## config.mk

```make
export PLATFORM = sky130hd
export DESIGN_NAME = oversampled_supply_and_temp_monitor_core_flat
export DESIGN_NICKNAME = d
export VERILOG_FILES = /design/src/design/osmon_pkg.sv /design/src/design/osmon_in_if.sv /design/src/design/osmon_out_if.sv /design/src/design/osmon_div_serial.sv /design/src/design/osmon_mul_serial.sv /design/src/design/oversampled_supply_and_temp_monitor_core.sv /design/src/flat_wrapper.sv
export VERILOG_INCLUDE_DIRS = /design/src /design/src/design
export SDC_FILE = /design/constraint.sdc
export NUM_CORES = 1
export LEC_CHECK = 0
export BUFFER_PORTS_ARGS = -buffer_cell sky130_fd_sc_hd__clkbuf_2
export CAP_MARGIN = 10
export CELL_PAD_IN_SITES_DETAIL_PLACEMENT = 1
export CELL_PAD_IN_SITES_GLOBAL_PLACEMENT = 2
export CORE_MARGIN = 2
export CORE_UTILIZATION = 44
export DETAILED_ROUTE_END_ITERATION = 8
export PLACE_DENSITY_LB_ADDON = 0.08
export SYNTH_ARGS = -nofsm -noshare
export SYNTH_HDL_FRONTEND = slang
export SYNTH_SLANG_ARGS = --single-unit
```

## constraint.sdc

```tcl
create_clock -name clk -period 8.2 [get_ports clk]
set_input_delay 0.82 -clock clk [delete_from_list [all_inputs] [get_ports clk]]
set_output_delay 0.82 -clock clk [all_outputs]
set_load 0.01 [all_outputs]
```

## src/design/oversampled_supply_and_temp_monitor_core_macros.svh

```systemverilog
// Assertion macros shared by the monitor's RTL.
`ifndef OVERSAMPLED_SUPPLY_AND_TEMP_MONITOR_CORE_MACROS_SVH
`define OVERSAMPLED_SUPPLY_AND_TEMP_MONITOR_CORE_MACROS_SVH

// Same-cycle implication, disabled while in reset.
`define OSMON_ASSERT_IMPL(lbl, clk, rst_n, ante, cons) \
  lbl: assert property (@(posedge clk) disable iff (!rst_n) (ante) |-> (cons)) \
    else $error("osmon: implication check failed");

// Next-cycle implication, disabled while in reset.
`define OSMON_ASSERT_NEXT(lbl, clk, rst_n, ante, cons) \
  lbl: assert property (@(posedge clk) disable iff (!rst_n) (ante) |=> (cons)) \
    else $error("osmon: next-cycle check failed");

`endif

```

## src/design/osmon_pkg.sv

```systemverilog
// Shared widths, constants, register indexes and unit interface types.
package osmon_pkg;

  localparam int SAMPLE_W           = 12;
  localparam int SUM_W              = 20;
  localparam int MAX_OVERSAMPLE_LOG2 = 8;
  localparam int CNT_W              = MAX_OVERSAMPLE_LOG2 + 1;
  localparam int KLOG_W             = 4;
  localparam int OUT_W              = 16;

  localparam int CFG_IDX_W  = 2;
  localparam int CFG_DATA_W = 12;

  localparam logic [CFG_IDX_W-1:0] CFG_OVERSAMPLE_LOG2 = 2'd0;
  localparam logic [CFG_IDX_W-1:0] CFG_VREF_CAL        = 2'd1;
  localparam logic [CFG_IDX_W-1:0] CFG_TS_CAL1         = 2'd2;

  localparam logic [KLOG_W-1:0]   RST_OVERSAMPLE_LOG2 = 4'd4;
  localparam logic [SAMPLE_W-1:0] RST_VREF_CAL        = 12'd1530;
  localparam logic [SAMPLE_W-1:0] RST_TS_CAL1         = 12'd1760;

  localparam int VREF_MV   = 3300;
  localparam int MV_SCALE  = 1000;
  localparam int TS_SLOPE  = 5336;
  localparam int TS_OFFSET = 30;
  localparam int INT16_MAX = 32767;
  localparam int INT16_MIN = -32768;

  localparam int VNUM_W  = 24;
  localparam int DIV_W   = 36;
  localparam int DVSR_W  = SUM_W;
  localparam int MUL_A_W = SUM_W;
  localparam int MUL_B_W = 15;
  localparam int PROD_W  = MUL_A_W + MUL_B_W;
  localparam int MAG_W   = 24;
  localparam int TRES_W  = 26;

  localparam int DIV_CNT_W = $clog2(DIV_W + 1);
  localparam int MUL_CNT_W = $clog2(MUL_B_W + 1);

  typedef struct packed {
    logic              start;
    logic [DIV_W-1:0]  dividend;
    logic [DVSR_W-1:0] divisor;
  } div_req_t;

  typedef struct packed {
    logic               start;
    logic [MUL_A_W-1:0] multiplicand;
    logic [MUL_B_W-1:0] multiplier;
  } mul_req_t;

  typedef struct packed {
    logic busy;
    logic done;
  } unit_sts_t;

endpackage

```

## src/design/osmon_in_if.sv

```systemverilog
// Sample pair channel: valid/ready handshake with both conversions.
interface osmon_in_if;
  logic                              valid;
  logic                              ready;
  logic [osmon_pkg::SAMPLE_W-1:0]    ref_sample;
  logic [osmon_pkg::SAMPLE_W-1:0]    temp_sample;

  modport source (output valid, output ref_sample, output temp_sample, input ready);
  modport sink   (input valid, input ref_sample, input temp_sample, output ready);
endinterface

```

## src/design/osmon_out_if.sv

```systemverilog
// Result channel: valid/ready handshake with supply and temperature.
interface osmon_out_if;
  logic                           valid;
  logic                           ready;
  logic [osmon_pkg::OUT_W-1:0]    supply_mv;
  logic [osmon_pkg::OUT_W-1:0]    temp_celsius;

  modport source (output valid, output supply_mv, output temp_celsius, input ready);
  modport sink   (input valid, input supply_mv, input temp_celsius, output ready);
endinterface

```

## src/design/osmon_div_serial.sv

```systemverilog
// Restoring divider that retires one quotient bit per cycle.
module osmon_div_serial (
  input  logic                          clk,
  input  logic                          rst_n,
  input  osmon_pkg::div_req_t           req,
  output osmon_pkg::unit_sts_t          sts,
  output logic [osmon_pkg::DIV_W-1:0]   quo
);

  logic [osmon_pkg::DVSR_W-1:0]    rem_r, rem_nxt;
  logic [osmon_pkg::DVSR_W-1:0]    dvsr_r, dvsr_nxt;
  logic [osmon_pkg::DIV_W-1:0]     quo_r, quo_nxt;
  logic [osmon_pkg::DIV_CNT_W-1:0] cnt_r, cnt_nxt;
  logic                            busy_r, busy_nxt;
  logic                            done_r, done_nxt;
  logic [osmon_pkg::DVSR_W:0]      shifted;
  logic [osmon_pkg::DVSR_W:0]      diff;
  logic                            fits;

  assign shifted = {rem_r, quo_r[osmon_pkg::DIV_W-1]};
  assign diff    = shifted - {1'b0, dvsr_r};
  assign fits    = shifted >= {1'b0, dvsr_r};

  always_comb begin
    rem_nxt  = rem_r;
    dvsr_nxt = dvsr_r;
    quo_nxt  = quo_r;
    cnt_nxt  = cnt_r;
    busy_nxt = busy_r;
    done_nxt = 1'b0;
    if (req.start) begin
      rem_nxt  = '0;
      dvsr_nxt = req.divisor;
      quo_nxt  = req.dividend;
      cnt_nxt  = osmon_pkg::DIV_CNT_W'(osmon_pkg::DIV_W);
      busy_nxt = 1'b1;
    end else if (busy_r) begin
      rem_nxt = fits ? diff[osmon_pkg::DVSR_W-1:0] : shifted[osmon_pkg::DVSR_W-1:0];
      quo_nxt = {quo_r[osmon_pkg::DIV_W-2:0], fits};
      cnt_nxt = cnt_r - 1'b1;
      if (cnt_r == osmon_pkg::DIV_CNT_W'(1)) begin
        busy_nxt = 1'b0;
        done_nxt = 1'b1;
      end
    end
  end

  always_ff @(posedge clk) begin
    rem_r  <= rem_nxt;
    dvsr_r <= dvsr_nxt;
    quo_r  <= quo_nxt;
    if (!rst_n) begin
      cnt_r  <= '0;
      busy_r <= 1'b0;
      done_r <= 1'b0;
    end else begin
      cnt_r  <= cnt_nxt;
      busy_r <= busy_nxt;
      done_r <= done_nxt;
    end
  end

  assign sts.busy = busy_r;
  assign sts.done = done_r;
  assign quo      = quo_r;

endmodule

```

## src/design/osmon_mul_serial.sv

```systemverilog
// Shift-add multiplier that consumes one multiplier bit per cycle.
module osmon_mul_serial (
  input  logic                           clk,
  input  logic                           rst_n,
  input  osmon_pkg::mul_req_t            req,
  output osmon_pkg::unit_sts_t           sts,
  output logic [osmon_pkg::PROD_W-1:0]   prod
);

  logic [osmon_pkg::MUL_A_W-1:0]   mcand_r, mcand_nxt;
  logic [osmon_pkg::MUL_B_W-1:0]   mplier_r, mplier_nxt;
  logic [osmon_pkg::PROD_W:0]      acc_r, acc_nxt;
  logic [osmon_pkg::MUL_CNT_W-1:0] cnt_r, cnt_nxt;
  logic                            busy_r, busy_nxt;
  logic                            done_r, done_nxt;
  logic [osmon_pkg::MUL_A_W:0]     part_sum;

  assign part_sum = acc_r[osmon_pkg::PROD_W:osmon_pkg::MUL_B_W]
                  + (mplier_r[0] ? {1'b0, mcand_r} : '0);

  always_comb begin
    mcand_nxt  = mcand_r;
    mplier_nxt = mplier_r;
    acc_nxt    = acc_r;
    cnt_nxt    = cnt_r;
    busy_nxt   = busy_r;
    done_nxt   = 1'b0;
    if (req.start) begin
      mcand_nxt  = req.multiplicand;
      mplier_nxt = req.multiplier;
      acc_nxt    = '0;
      cnt_nxt    = osmon_pkg::MUL_CNT_W'(osmon_pkg::MUL_B_W);
      busy_nxt   = 1'b1;
    end else if (busy_r) begin
      acc_nxt    = {1'b0, part_sum, acc_r[osmon_pkg::MUL_B_W-1:1]};
      mplier_nxt = mplier_r >> 1;
      cnt_nxt    = cnt_r - 1'b1;
      if (cnt_r == osmon_pkg::MUL_CNT_W'(1)) begin
        busy_nxt = 1'b0;
        done_nxt = 1'b1;
      end
    end
  end

  always_ff @(posedge clk) begin
    mcand_r  <= mcand_nxt;
    mplier_r <= mplier_nxt;
    acc_r    <= acc_nxt;
    if (!rst_n) begin
      cnt_r  <= '0;
      busy_r <= 1'b0;
      done_r <= 1'b0;
    end else begin
      cnt_r  <= cnt_nxt;
      busy_r <= busy_nxt;
      done_r <= done_nxt;
    end
  end

  assign sts.busy = busy_r;
  assign sts.done = done_r;
  assign prod     = acc_r[osmon_pkg::PROD_W-1:0];

endmodule

```

## src/design/oversampled_supply_and_temp_monitor_core.sv

```systemverilog
// Oversampled supply and temperature monitor: accumulation, sequencing, result register.
//
// Usage:
// - in_if carries one pair of 12-bit conversions (reference, temperature sensor)
//   per transaction. Each channel is summed over 2^min(oversample_log2, 8) pairs.
// - A pair that does not close the window is summed and taken without leaving idle.
// - The pair that closes the window starts a serial computation: one 36-step
//   divide for the supply (skipped when the reference average is zero), a
//   15-step multiply on a serial multiplier, then two more 36-step divides for
//   the temperature; the divides share one bit-serial divider. in_if.ready
//   stays low until the result register loads.
// - out_if delivers one transaction per window from an output register. A new
//   window may be collected while that result waits; if it is still not taken
//   when the next result is ready, the sequencer holds until it is.
// - cfg_we/cfg_idx/cfg_wdata write oversample_log2 (0), vref_cal (1) and
//   ts_cal1 (2); other indexes are dropped. Write only while idle.
// - rst_n (synchronous, active low) clears the sums, the pair count and the
//   result valid, and restores the calibration defaults.
`include "oversampled_supply_and_temp_monitor_core_macros.svh"

module oversampled_supply_and_temp_monitor_core (
  input  logic                               clk,
  input  logic                               rst_n,
  input  logic                               cfg_we,
  input  logic [osmon_pkg::CFG_IDX_W-1:0]    cfg_idx,
  input  logic [osmon_pkg::CFG_DATA_W-1:0]   cfg_wdata,
  osmon_in_if.sink                           in_if,
  osmon_out_if.source                        out_if
);

  localparam int ST_W = 4;
  localparam logic [ST_W-1:0] S_IDLE      = 4'd0;
  localparam logic [ST_W-1:0] S_VCC       = 4'd1;
  localparam logic [ST_W-1:0] S_VCC_WAIT  = 4'd2;
  localparam logic [ST_W-1:0] S_MUL       = 4'd3;
  localparam logic [ST_W-1:0] S_MUL_WAIT  = 4'd4;
  localparam logic [ST_W-1:0] S_DIV2_WAIT = 4'd5;
  localparam logic [ST_W-1:0] S_SCALE     = 4'd6;
  localparam logic [ST_W-1:0] S_DIV3_WAIT = 4'd7;
  localparam logic [ST_W-1:0] S_FINISH    = 4'd8;

  logic [ST_W-1:0]                    state_r, state_nxt;
  logic [osmon_pkg::KLOG_W-1:0]       klog_r, klog_nxt;
  logic [osmon_pkg::SAMPLE_W-1:0]     vref_cal_r, vref_cal_nxt;
  logic [osmon_pkg::SAMPLE_W-1:0]     ts_cal1_r, ts_cal1_nxt;
  logic [osmon_pkg::SUM_W-1:0]        ref_sum_r, ref_sum_nxt;
  logic [osmon_pkg::SUM_W-1:0]        temp_sum_r, temp_sum_nxt;
  logic [osmon_pkg::CNT_W-1:0]        pair_count_r, pair_count_nxt;
  logic [osmon_pkg::SUM_W-1:0]        avg_ref_r, avg_ref_nxt;
  logic [osmon_pkg::SUM_W-1:0]        avg_temp_r, avg_temp_nxt;
  logic [osmon_pkg::MUL_B_W-1:0]      vcc_r, vcc_nxt;
  logic [osmon_pkg::MAG_W-1:0]        mag_r, mag_nxt;
  logic                               neg_r, neg_nxt;
  logic [osmon_pkg::OUT_W-1:0]        temp_r, temp_nxt;
  logic                               out_valid_r, out_valid_nxt;
  logic [osmon_pkg::OUT_W-1:0]        out_supply_r, out_supply_nxt;
  logic [osmon_pkg::OUT_W-1:0]        out_temp_r, out_temp_nxt;

  logic [osmon_pkg::KLOG_W-1:0]       klog_eff;
  logic [osmon_pkg::CNT_W-1:0]        window_len;
  logic [osmon_pkg::CNT_W-1:0]        count_inc;
  logic [osmon_pkg::SUM_W-1:0]        ref_sum_add;
  logic [osmon_pkg::SUM_W-1:0]        temp_sum_add;
  logic                               in_take;
  logic                               window_end;
  logic [osmon_pkg::VNUM_W-1:0]       vcc_num;
  logic [osmon_pkg::MAG_W-1:0]        q_mag;
  logic [osmon_pkg::MAG_W-1:0]        ts_ext;
  logic signed [osmon_pkg::TRES_W-1:0] q3_s;
  logic signed [osmon_pkg::TRES_W-1:0] tres;
  logic                               out_free;

  osmon_pkg::div_req_t                div_req;
  osmon_pkg::unit_sts_t               div_sts;
  logic [osmon_pkg::DIV_W-1:0]        div_quo;
  osmon_pkg::mul_req_t                mul_req;
  osmon_pkg::unit_sts_t               mul_sts;
  logic [osmon_pkg::PROD_W-1:0]       mul_prod;

  osmon_div_serial u_div (
    .clk   (clk),
    .rst_n (rst_n),
    .req   (div_req),
    .sts   (div_sts),
    .quo   (div_quo)
  );

  osmon_mul_serial u_mul (
    .clk   (clk),
    .rst_n (rst_n),
    .req   (mul_req),
    .sts   (mul_sts),
    .prod  (mul_prod)
  );

  assign klog_eff = (klog_r > osmon_pkg::KLOG_W'(osmon_pkg::MAX_OVERSAMPLE_LOG2))
                  ? osmon_pkg::KLOG_W'(osmon_pkg::MAX_OVERSAMPLE_LOG2) : klog_r;
  assign window_len   = osmon_pkg::CNT_W'(1) << klog_eff;
  assign count_inc    = pair_count_r + 1'b1;
  assign ref_sum_add  = ref_sum_r + osmon_pkg::SUM_W'(in_if.ref_sample);
  assign temp_sum_add = temp_sum_r + osmon_pkg::SUM_W'(in_if.temp_sample);
  assign in_take      = in_if.valid && (state_r == S_IDLE);
  assign window_end   = count_inc >= window_len;
  assign vcc_num      = osmon_pkg::VNUM_W'(vref_cal_r) * osmon_pkg::VNUM_W'(osmon_pkg::VREF_MV);
  assign q_mag        = div_quo[osmon_pkg::MAG_W-1:0];
  assign ts_ext       = osmon_pkg::MAG_W'(ts_cal1_r);
  assign q3_s         = signed'(osmon_pkg::TRES_W'(q_mag));
  assign tres         = neg_r ? signed'(osmon_pkg::TRES_W'(osmon_pkg::TS_OFFSET)) - q3_s
                              : signed'(osmon_pkg::TRES_W'(osmon_pkg::TS_OFFSET)) + q3_s;
  assign out_free     = !out_valid_r || out_if.ready;

  always_comb begin
    div_req.start    = 1'b0;
    div_req.dividend = osmon_pkg::DIV_W'(vcc_num);
    div_req.divisor  = avg_ref_r;
    mul_req.start        = 1'b0;
    mul_req.multiplicand = avg_temp_r;
    mul_req.multiplier   = vcc_r;
    unique case (state_r)
      S_VCC: begin
        div_req.start = (avg_ref_r != '0);
      end
      S_MUL: begin
        mul_req.start = 1'b1;
      end
      S_MUL_WAIT: begin
        div_req.start    = mul_sts.done;
        div_req.dividend = osmon_pkg::DIV_W'(mul_prod);
        div_req.divisor  = osmon_pkg::DVSR_W'(osmon_pkg::VREF_MV);
      end
      S_SCALE: begin
        div_req.start    = 1'b1;
        div_req.dividend = osmon_pkg::DIV_W'(mag_r) * osmon_pkg::DIV_W'(osmon_pkg::MV_SCALE);
        div_req.divisor  = osmon_pkg::DVSR_W'(osmon_pkg::TS_SLOPE);
      end
      default: begin
      end
    endcase
  end

  always_comb begin
    state_nxt      = state_r;
    klog_nxt       = klog_r;
    vref_cal_nxt   = vref_cal_r;
    ts_cal1_nxt    = ts_cal1_r;
    ref_sum_nxt    = ref_sum_r;
    temp_sum_nxt   = temp_sum_r;
    pair_count_nxt = pair_count_r;
    avg_ref_nxt    = avg_ref_r;
    avg_temp_nxt   = avg_temp_r;
    vcc_nxt        = vcc_r;
    mag_nxt        = mag_r;
    neg_nxt        = neg_r;
    temp_nxt       = temp_r;
    out_valid_nxt  = out_valid_r && !out_if.ready;
    out_supply_nxt = out_supply_r;
    out_temp_nxt   = out_temp_r;

    if (cfg_we) begin
      unique case (cfg_idx)
        osmon_pkg::CFG_OVERSAMPLE_LOG2: klog_nxt     = cfg_wdata[osmon_pkg::KLOG_W-1:0];
        osmon_pkg::CFG_VREF_CAL:        vref_cal_nxt = cfg_wdata;
        osmon_pkg::CFG_TS_CAL1:         ts_cal1_nxt  = cfg_wdata;
        default: begin
        end
      endcase
    end

    unique case (state_r)
      S_IDLE: begin
        if (in_take) begin
          if (window_end) begin
            avg_ref_nxt    = ref_sum_add >> klog_eff;
            avg_temp_nxt   = temp_sum_add >> klog_eff;
            ref_sum_nxt    = '0;
            temp_sum_nxt   = '0;
            pair_count_nxt = '0;
            state_nxt      = S_VCC;
          end else begin
            ref_sum_nxt    = ref_sum_add;
            temp_sum_nxt   = temp_sum_add;
            pair_count_nxt = count_inc;
          end
        end
      end
      S_VCC: begin
        if (avg_ref_r == '0) begin
          vcc_nxt   = osmon_pkg::MUL_B_W'(osmon_pkg::INT16_MAX);
          state_nxt = S_MUL;
        end else begin
          state_nxt = S_VCC_WAIT;
        end
      end
      S_VCC_WAIT: begin
        if (div_sts.done) begin
          vcc_nxt   = (div_quo > osmon_pkg::DIV_W'(osmon_pkg::INT16_MAX))
                    ? osmon_pkg::MUL_B_W'(osmon_pkg::INT16_MAX)
                    : div_quo[osmon_pkg::MUL_B_W-1:0];
          state_nxt = S_MUL;
        end
      end
      S_MUL: begin
        state_nxt = S_MUL_WAIT;
      end
      S_MUL_WAIT: begin
        if (mul_sts.done) begin
          state_nxt = S_DIV2_WAIT;
        end
      end
      S_DIV2_WAIT: begin
        if (div_sts.done) begin
          neg_nxt   = q_mag > ts_ext;
          mag_nxt   = (q_mag > ts_ext) ? q_mag - ts_ext : ts_ext - q_mag;
          state_nxt = S_SCALE;
        end
      end
      S_SCALE: begin
        state_nxt = S_DIV3_WAIT;
      end
      S_DIV3_WAIT: begin
        if (div_sts.done) begin
          if (tres > signed'(osmon_pkg::TRES_W'(osmon_pkg::INT16_MAX))) begin
            temp_nxt = osmon_pkg::OUT_W'(osmon_pkg::INT16_MAX);
          end else if (tres < signed'(osmon_pkg::TRES_W'(osmon_pkg::INT16_MIN))) begin
            temp_nxt = osmon_pkg::OUT_W'(osmon_pkg::INT16_MIN);
          end else begin
            temp_nxt = tres[osmon_pkg::OUT_W-1:0];
          end
          state_nxt = S_FINISH;
        end
      end
      S_FINISH: begin
        if (out_free) begin
          out_valid_nxt  = 1'b1;
          out_supply_nxt = {1'b0, vcc_r};
          out_temp_nxt   = temp_r;
          state_nxt      = S_IDLE;
        end
      end
      default: begin
        state_nxt = S_IDLE;
      end
    endcase
  end

  always_ff @(posedge clk) begin
    avg_ref_r    <= avg_ref_nxt;
    avg_temp_r   <= avg_temp_nxt;
    vcc_r        <= vcc_nxt;
    mag_r        <= mag_nxt;
    neg_r        <= neg_nxt;
    temp_r       <= temp_nxt;
    out_supply_r <= out_supply_nxt;
    out_temp_r   <= out_temp_nxt;
    if (!rst_n) begin
      state_r      <= S_IDLE;
      klog_r       <= osmon_pkg::RST_OVERSAMPLE_LOG2;
      vref_cal_r   <= osmon_pkg::RST_VREF_CAL;
      ts_cal1_r    <= osmon_pkg::RST_TS_CAL1;
      ref_sum_r    <= '0;
      temp_sum_r   <= '0;
      pair_count_r <= '0;
      out_valid_r  <= 1'b0;
    end else begin
      state_r      <= state_nxt;
      klog_r       <= klog_nxt;
      vref_cal_r   <= vref_cal_nxt;
      ts_cal1_r    <= ts_cal1_nxt;
      ref_sum_r    <= ref_sum_nxt;
      temp_sum_r   <= temp_sum_nxt;
      pair_count_r <= pair_count_nxt;
      out_valid_r  <= out_valid_nxt;
    end
  end

  assign in_if.ready         = (state_r == S_IDLE);
  assign out_if.valid        = out_valid_r;
  assign out_if.supply_mv    = out_supply_r;
  assign out_if.temp_celsius = out_temp_r;

  `OSMON_ASSERT_IMPL(a_idle_units_quiet, clk, rst_n, in_if.ready, !div_sts.busy && !mul_sts.busy)
  `OSMON_ASSERT_IMPL(a_count_in_window, clk, rst_n, 1'b1, !pair_count_r[osmon_pkg::CNT_W-1])
  `OSMON_ASSERT_IMPL(a_div_start_free, clk, rst_n, div_req.start, !div_sts.busy && !mul_sts.busy)
  `OSMON_ASSERT_NEXT(a_div_done_pulse, clk, rst_n, div_sts.done, !div_sts.done)
  `OSMON_ASSERT_IMPL(a_result_from_finish, clk, rst_n, $rose(out_valid_r), $past(state_r) == S_FINISH)

endmodule
```

## src/flat_wrapper.sv

```systemverilog
// flat-port wrapper written by rule: the top's interface ports become plain ports
module oversampled_supply_and_temp_monitor_core_flat 
  (clk, rst_n, cfg_we, cfg_idx, cfg_wdata, in_if_valid, in_if_ref_sample, in_if_temp_sample, in_if_ready, out_if_valid, out_if_supply_mv, out_if_temp_celsius, out_if_ready);
  osmon_in_if in_if_i ();
  osmon_out_if out_if_i ();
  input  logic clk;
  input  logic rst_n;
  input  logic cfg_we;
  input  logic [osmon_pkg::CFG_IDX_W-1:0] cfg_idx;
  input  logic [osmon_pkg::CFG_DATA_W-1:0] cfg_wdata;
  input wire logic [$bits(in_if_i.valid)-1:0] in_if_valid;
  input wire logic [$bits(in_if_i.ref_sample)-1:0] in_if_ref_sample;
  input wire logic [$bits(in_if_i.temp_sample)-1:0] in_if_temp_sample;
  output wire logic [$bits(in_if_i.ready)-1:0] in_if_ready;
  output wire logic [$bits(out_if_i.valid)-1:0] out_if_valid;
  output wire logic [$bits(out_if_i.supply_mv)-1:0] out_if_supply_mv;
  output wire logic [$bits(out_if_i.temp_celsius)-1:0] out_if_temp_celsius;
  input wire logic [$bits(out_if_i.ready)-1:0] out_if_ready;
  assign in_if_i.valid = in_if_valid;
  assign in_if_i.ref_sample = in_if_ref_sample;
  assign in_if_i.temp_sample = in_if_temp_sample;
  assign in_if_ready = in_if_i.ready;
  assign out_if_valid = out_if_i.valid;
  assign out_if_supply_mv = out_if_i.supply_mv;
  assign out_if_temp_celsius = out_if_i.temp_celsius;
  assign out_if_i.ready = out_if_ready;
  oversampled_supply_and_temp_monitor_core u_core (.clk(clk), .rst_n(rst_n), .cfg_we(cfg_we), .cfg_idx(cfg_idx), .cfg_wdata(cfg_wdata), .in_if(in_if_i), .out_if(out_if_i));
endmodule
```

==> flow_summary.toml <==
[outcome]
status = "completed"

[detailed_routing]
first_pass_iters = 7
vias_per_cell = 5.73
vias = 22700
drt_first_iter_violations = 1423
wl_per_cell_um = 22.0
totalWireLength_mm = 87.2
route.detailed.drc = 0
final_antenna_net_count = 0

[clocking]
clockBufferDepth = 3
clock-sinks = 369
ctsHtreeMaxLevel = 2
path_clk_slew_ps = 60
cts-root-buf = "clkbuf_16"
post-cts-setup-buffers = 0
cts_tree = "done"
cts_buffers = 48
post_cts_resized = 0
cts_hold_buffers = 0
clock_latency_ps = 600

[setup_path]
worstSetupEndpoint = "u_core.u_div.quo[29]$_DFFE_PP_"
worst_r2r_endpoint = "u_core.u_div.quo[29]$_DFFE_PP_"
r2r_start = "u_core.mag_r[7]$_DFFE_PP_"
cpMostUsedCell = "fa_1"
crit_type = "flop to flop"
critical-path-max-stage-delay_ps = 530
worstSetupEndpointType = "flop"
arrival_ps = 5980
worst-path-max-fanout = 5
r2r_slack_ps = 2520
required_ps = 8500
crit_slowest_cell = "fa_1"
crit_start = "u_core.mag_r[7]$_DFFE_PP_"
start_kind = "flop"
r2r_cells = 16
path_cells = "inv_1 -> fa_1 -> fa_1 -> fa_1 -> fa_1 -> inv_1 -> ha_1 -> and2_1 -> a221o_1 -> a2111o_1 -> a21oi_1 -> o21ba_2 -> o21ai_0 -> a21oi_1 -> xor2_1 -> o21ai_0"

[layout]
fillers = 7212
final_cell_mix = "nand2_1 (308), inv_1 (284), ha_1 (245)"
layout_commonest_cell = "nand2_1"
final_nets = 3487
post_route_cells_drive_above_1_share = 0.0786
synthToLayoutAreaGrowth_pct = 9.99
fin_util = 0.490
register_area_um2 = 9570
fin_cells = 3963
multiInputGateArea_um2 = 17000

[logic_synthesis]
synth-edff-count = 218
synth_cell_types = 88
ys_seq_area_frac = 0.340
ys_ff_latch = 369
synthArstFlopShare = 0
synth_ff_type = "edfxtp_1"
synth_area_um2 = 28200
postSynthCellCount = 3061
avgSynthCellArea_um2 = 9.20
syn_nets = 3472
ys.warnings.count = 0

[place]
port_buffers = 75
place_congestion = 0.913
dp.cells = 3872
dpl.hpwl_mm = 67.7

[pwr]
swShare = 0.430
pwr-share-comb = 0.465
vdd_drop_max_uv = 161
p_switching_mw = 4.06
clkPwrFrac = 0.234
totalPowerFinal_mw = 9.45
power.leakage_nw = 12.8
seq_power_share = 0.301
p_per_area_nw_per_um2 = 305
p_int_mw = 5.39

[timing]
final-max-slew-violation-count = 0
timing.setup.tns_ps = 0
setup_viol_count_final = 0
rsz0062_at_grt = "false"
hold_violations = 0
fin_crit_ps = 5680
fmax_mhz = 176
maxSlewHeadroom = 0.192
worst_pin_slew_ps = 1190
skew_ps = 29.1
fin_crit_sh = 0.692

[floorplanning]
die_h_um = 257
rows = 92
start_util = 0.446
die_w_um = 257
core-area_um2 = 63200
die-area_um2 = 66100
pin_count = 77

[job]
cap_violations = 0

[global_route]
antenna_found_initial = 2
gr-total-overflow = 0
grt_pass1_vias = 23500
grt_use_total = 0.262
grt_first_pass_wirelength_mm = 137
grt_max_degree = 63

[hold_path]
hold_path_class = "flop to flop"
critical path, delay by kind of cell, from the launching register on:
kind | cells | cell delay, ps
buffers and inverters | 2 | 290
adder cells (fa/ha/maj) | 5 | 2360
XOR/XNOR | 1 | 180
AND/OR/NAND/NOR | 1 | 210
flip-flops | 1 | 420
AO/OA/AOI/OAI | 7 | 1940
cell families after synthesis:
group | share of synthesized area
xor+xnor | 0.0494
other cells | 0.000133
fa+ha+maj | 0.196
compound gates | 0.165
buf+inv | 0.0579
simple gates | 0.161
flops | 0.340
mux | 0.0306
cell usage after synthesis (7+ instances only):
cell,number,area share
nor2_1,194,0.026
or2_2,14,0.0031
fa_1,123,0.087
a31oi_1,34,0.0076
a21oi_1,177,0.031
a21o_1,45,0.012
nand4_1,20,0.0044
nor2b_1,53,0.012
mux2_2,7,0.0028
o211ai_1,35,0.0093
a21boi_0,49,0.013
a22oi_1,8,0.0021
nand2_1,309,0.041
inv_1,286,0.038
nand3b_1,21,0.0056
or3_1,26,0.0058
o31ai_1,10,0.0027
nand3_1,62,0.011
edfxtp_1,218,0.23
and2_1,48,0.011
o21ai_0,166,0.029
o22ai_1,19,0.0042
o21ai_1,9,0.0016
xnor2_1,98,0.030
a211oi_1,42,0.011
clkbuf_1,117,0.016
ha_1,245,0.11
o21a_1,29,0.0077
nand2b_1,29,0.0064
nor3_1,65,0.012
and3_1,34,0.0076
nor4_1,19,0.0042
buf_1,13,0.0017
nor3b_1,13,0.0035
xor2_1,61,0.019
mux2i_1,67,0.024
dfxtp_1,151,0.11
o21bai_1,10,0.0027
state kept, by name (all words and copies together), names as in the netlist, 20 cells and up:
register,cells
u_core.u_mul.acc_r,35
u_core.avg_temp_r,20
u_core.temp_sum_r,20
u_core.u_div.rem_r,20
u_core.avg_ref_r,20
u_core.u_div.quo,36
u_core.mag_r,24
u_core.u_div.dvsr_r,20
u_core.u_mul.mcand_r,20
u_core.ref_sum_r,20
how the worst min path moves through the flow:
stage | startpoint | end | slack, ps | depth (start not counted)
2_1_floorplan | u_core.temp_r[0]$_SDFFCE_PN1P_ | u_core.out_if.temp_celsius[0]$_DFFE_PP_ | 400 | 0
3_3_place_gp | u_core.temp_r[2]$_SDFFCE_PN1P_ | u_core.out_if.temp_celsius[2]$_DFFE_PP_ | 410 | 0
3_5_place_dp | u_core.temp_r[1]$_SDFFCE_PN1P_ | u_core.out_if.temp_celsius[1]$_DFFE_PP_ | 410 | 0
4_1_cts | u_core.temp_r[1]$_SDFFCE_PN1P_ | u_core.out_if.temp_celsius[1]$_DFFE_PP_ | 420 | 0
5_1_grt | u_core.avg_temp_r[8]$_DFFE_PP_ | u_core.u_mul.mcand_r[8]$_DFFE_PP_ | 410 | 0
6_report | u_core.avg_temp_r[3]$_DFFE_PP_ | u_core.u_mul.mcand_r[3]$_DFFE_PP_ | 420 | 0
power groups by stage:
stage          logic (mW)  clock network (mW)  registers (mW)
2_1_floorplan        3.20                   0            2.65
3_3_place_gp         4.24                   0            2.86
3_5_place_dp         4.35                   0            2.88
4_1_cts              4.38                2.27            2.84
5_1_grt              4.89                2.33            2.89
6_report             4.40                2.22            2.84
layout make-up:
| class | instances | share of cell area |
|---|---|---|
| inverter | 288 | 0.0349 |
| tap | 846 | 0.0342 |
| antenna | 1 | 0.0000808 |
| timing repair buffer | 104 | 0.0191 |
| sequential | 369 | 0.309 |
| clock inverter | 32 | 0.0126 |
| multi-input combinational | 2265 | 0.549 |
| clock buffer | 58 | 0.0409 |
routing by layer:
metal,global-route usage,vias up,share of wire
met5,0,-,0
met1,0.385,11400,0.49
met4,0.0538,0,0.017
met3,0.0409,89,0.049
met2,0.408,427,0.44
li1,-,10800,-
metrics by stage:
stage | hold WS [ps] | setup WS [ps] | instance area [um^2]
2_1_floorplan | 400 | 3160 | 28200
3_3_place_gp | 406 | 2710 | 29300
3_5_place_dp | 406 | 2550 | 29300
4_1_cts | 420 | 2510 | 31000
5_1_grt | 413 | 2240 | 31000
6_report | 415 | 2520 | 31000
(Power assumes the default switching activity.)
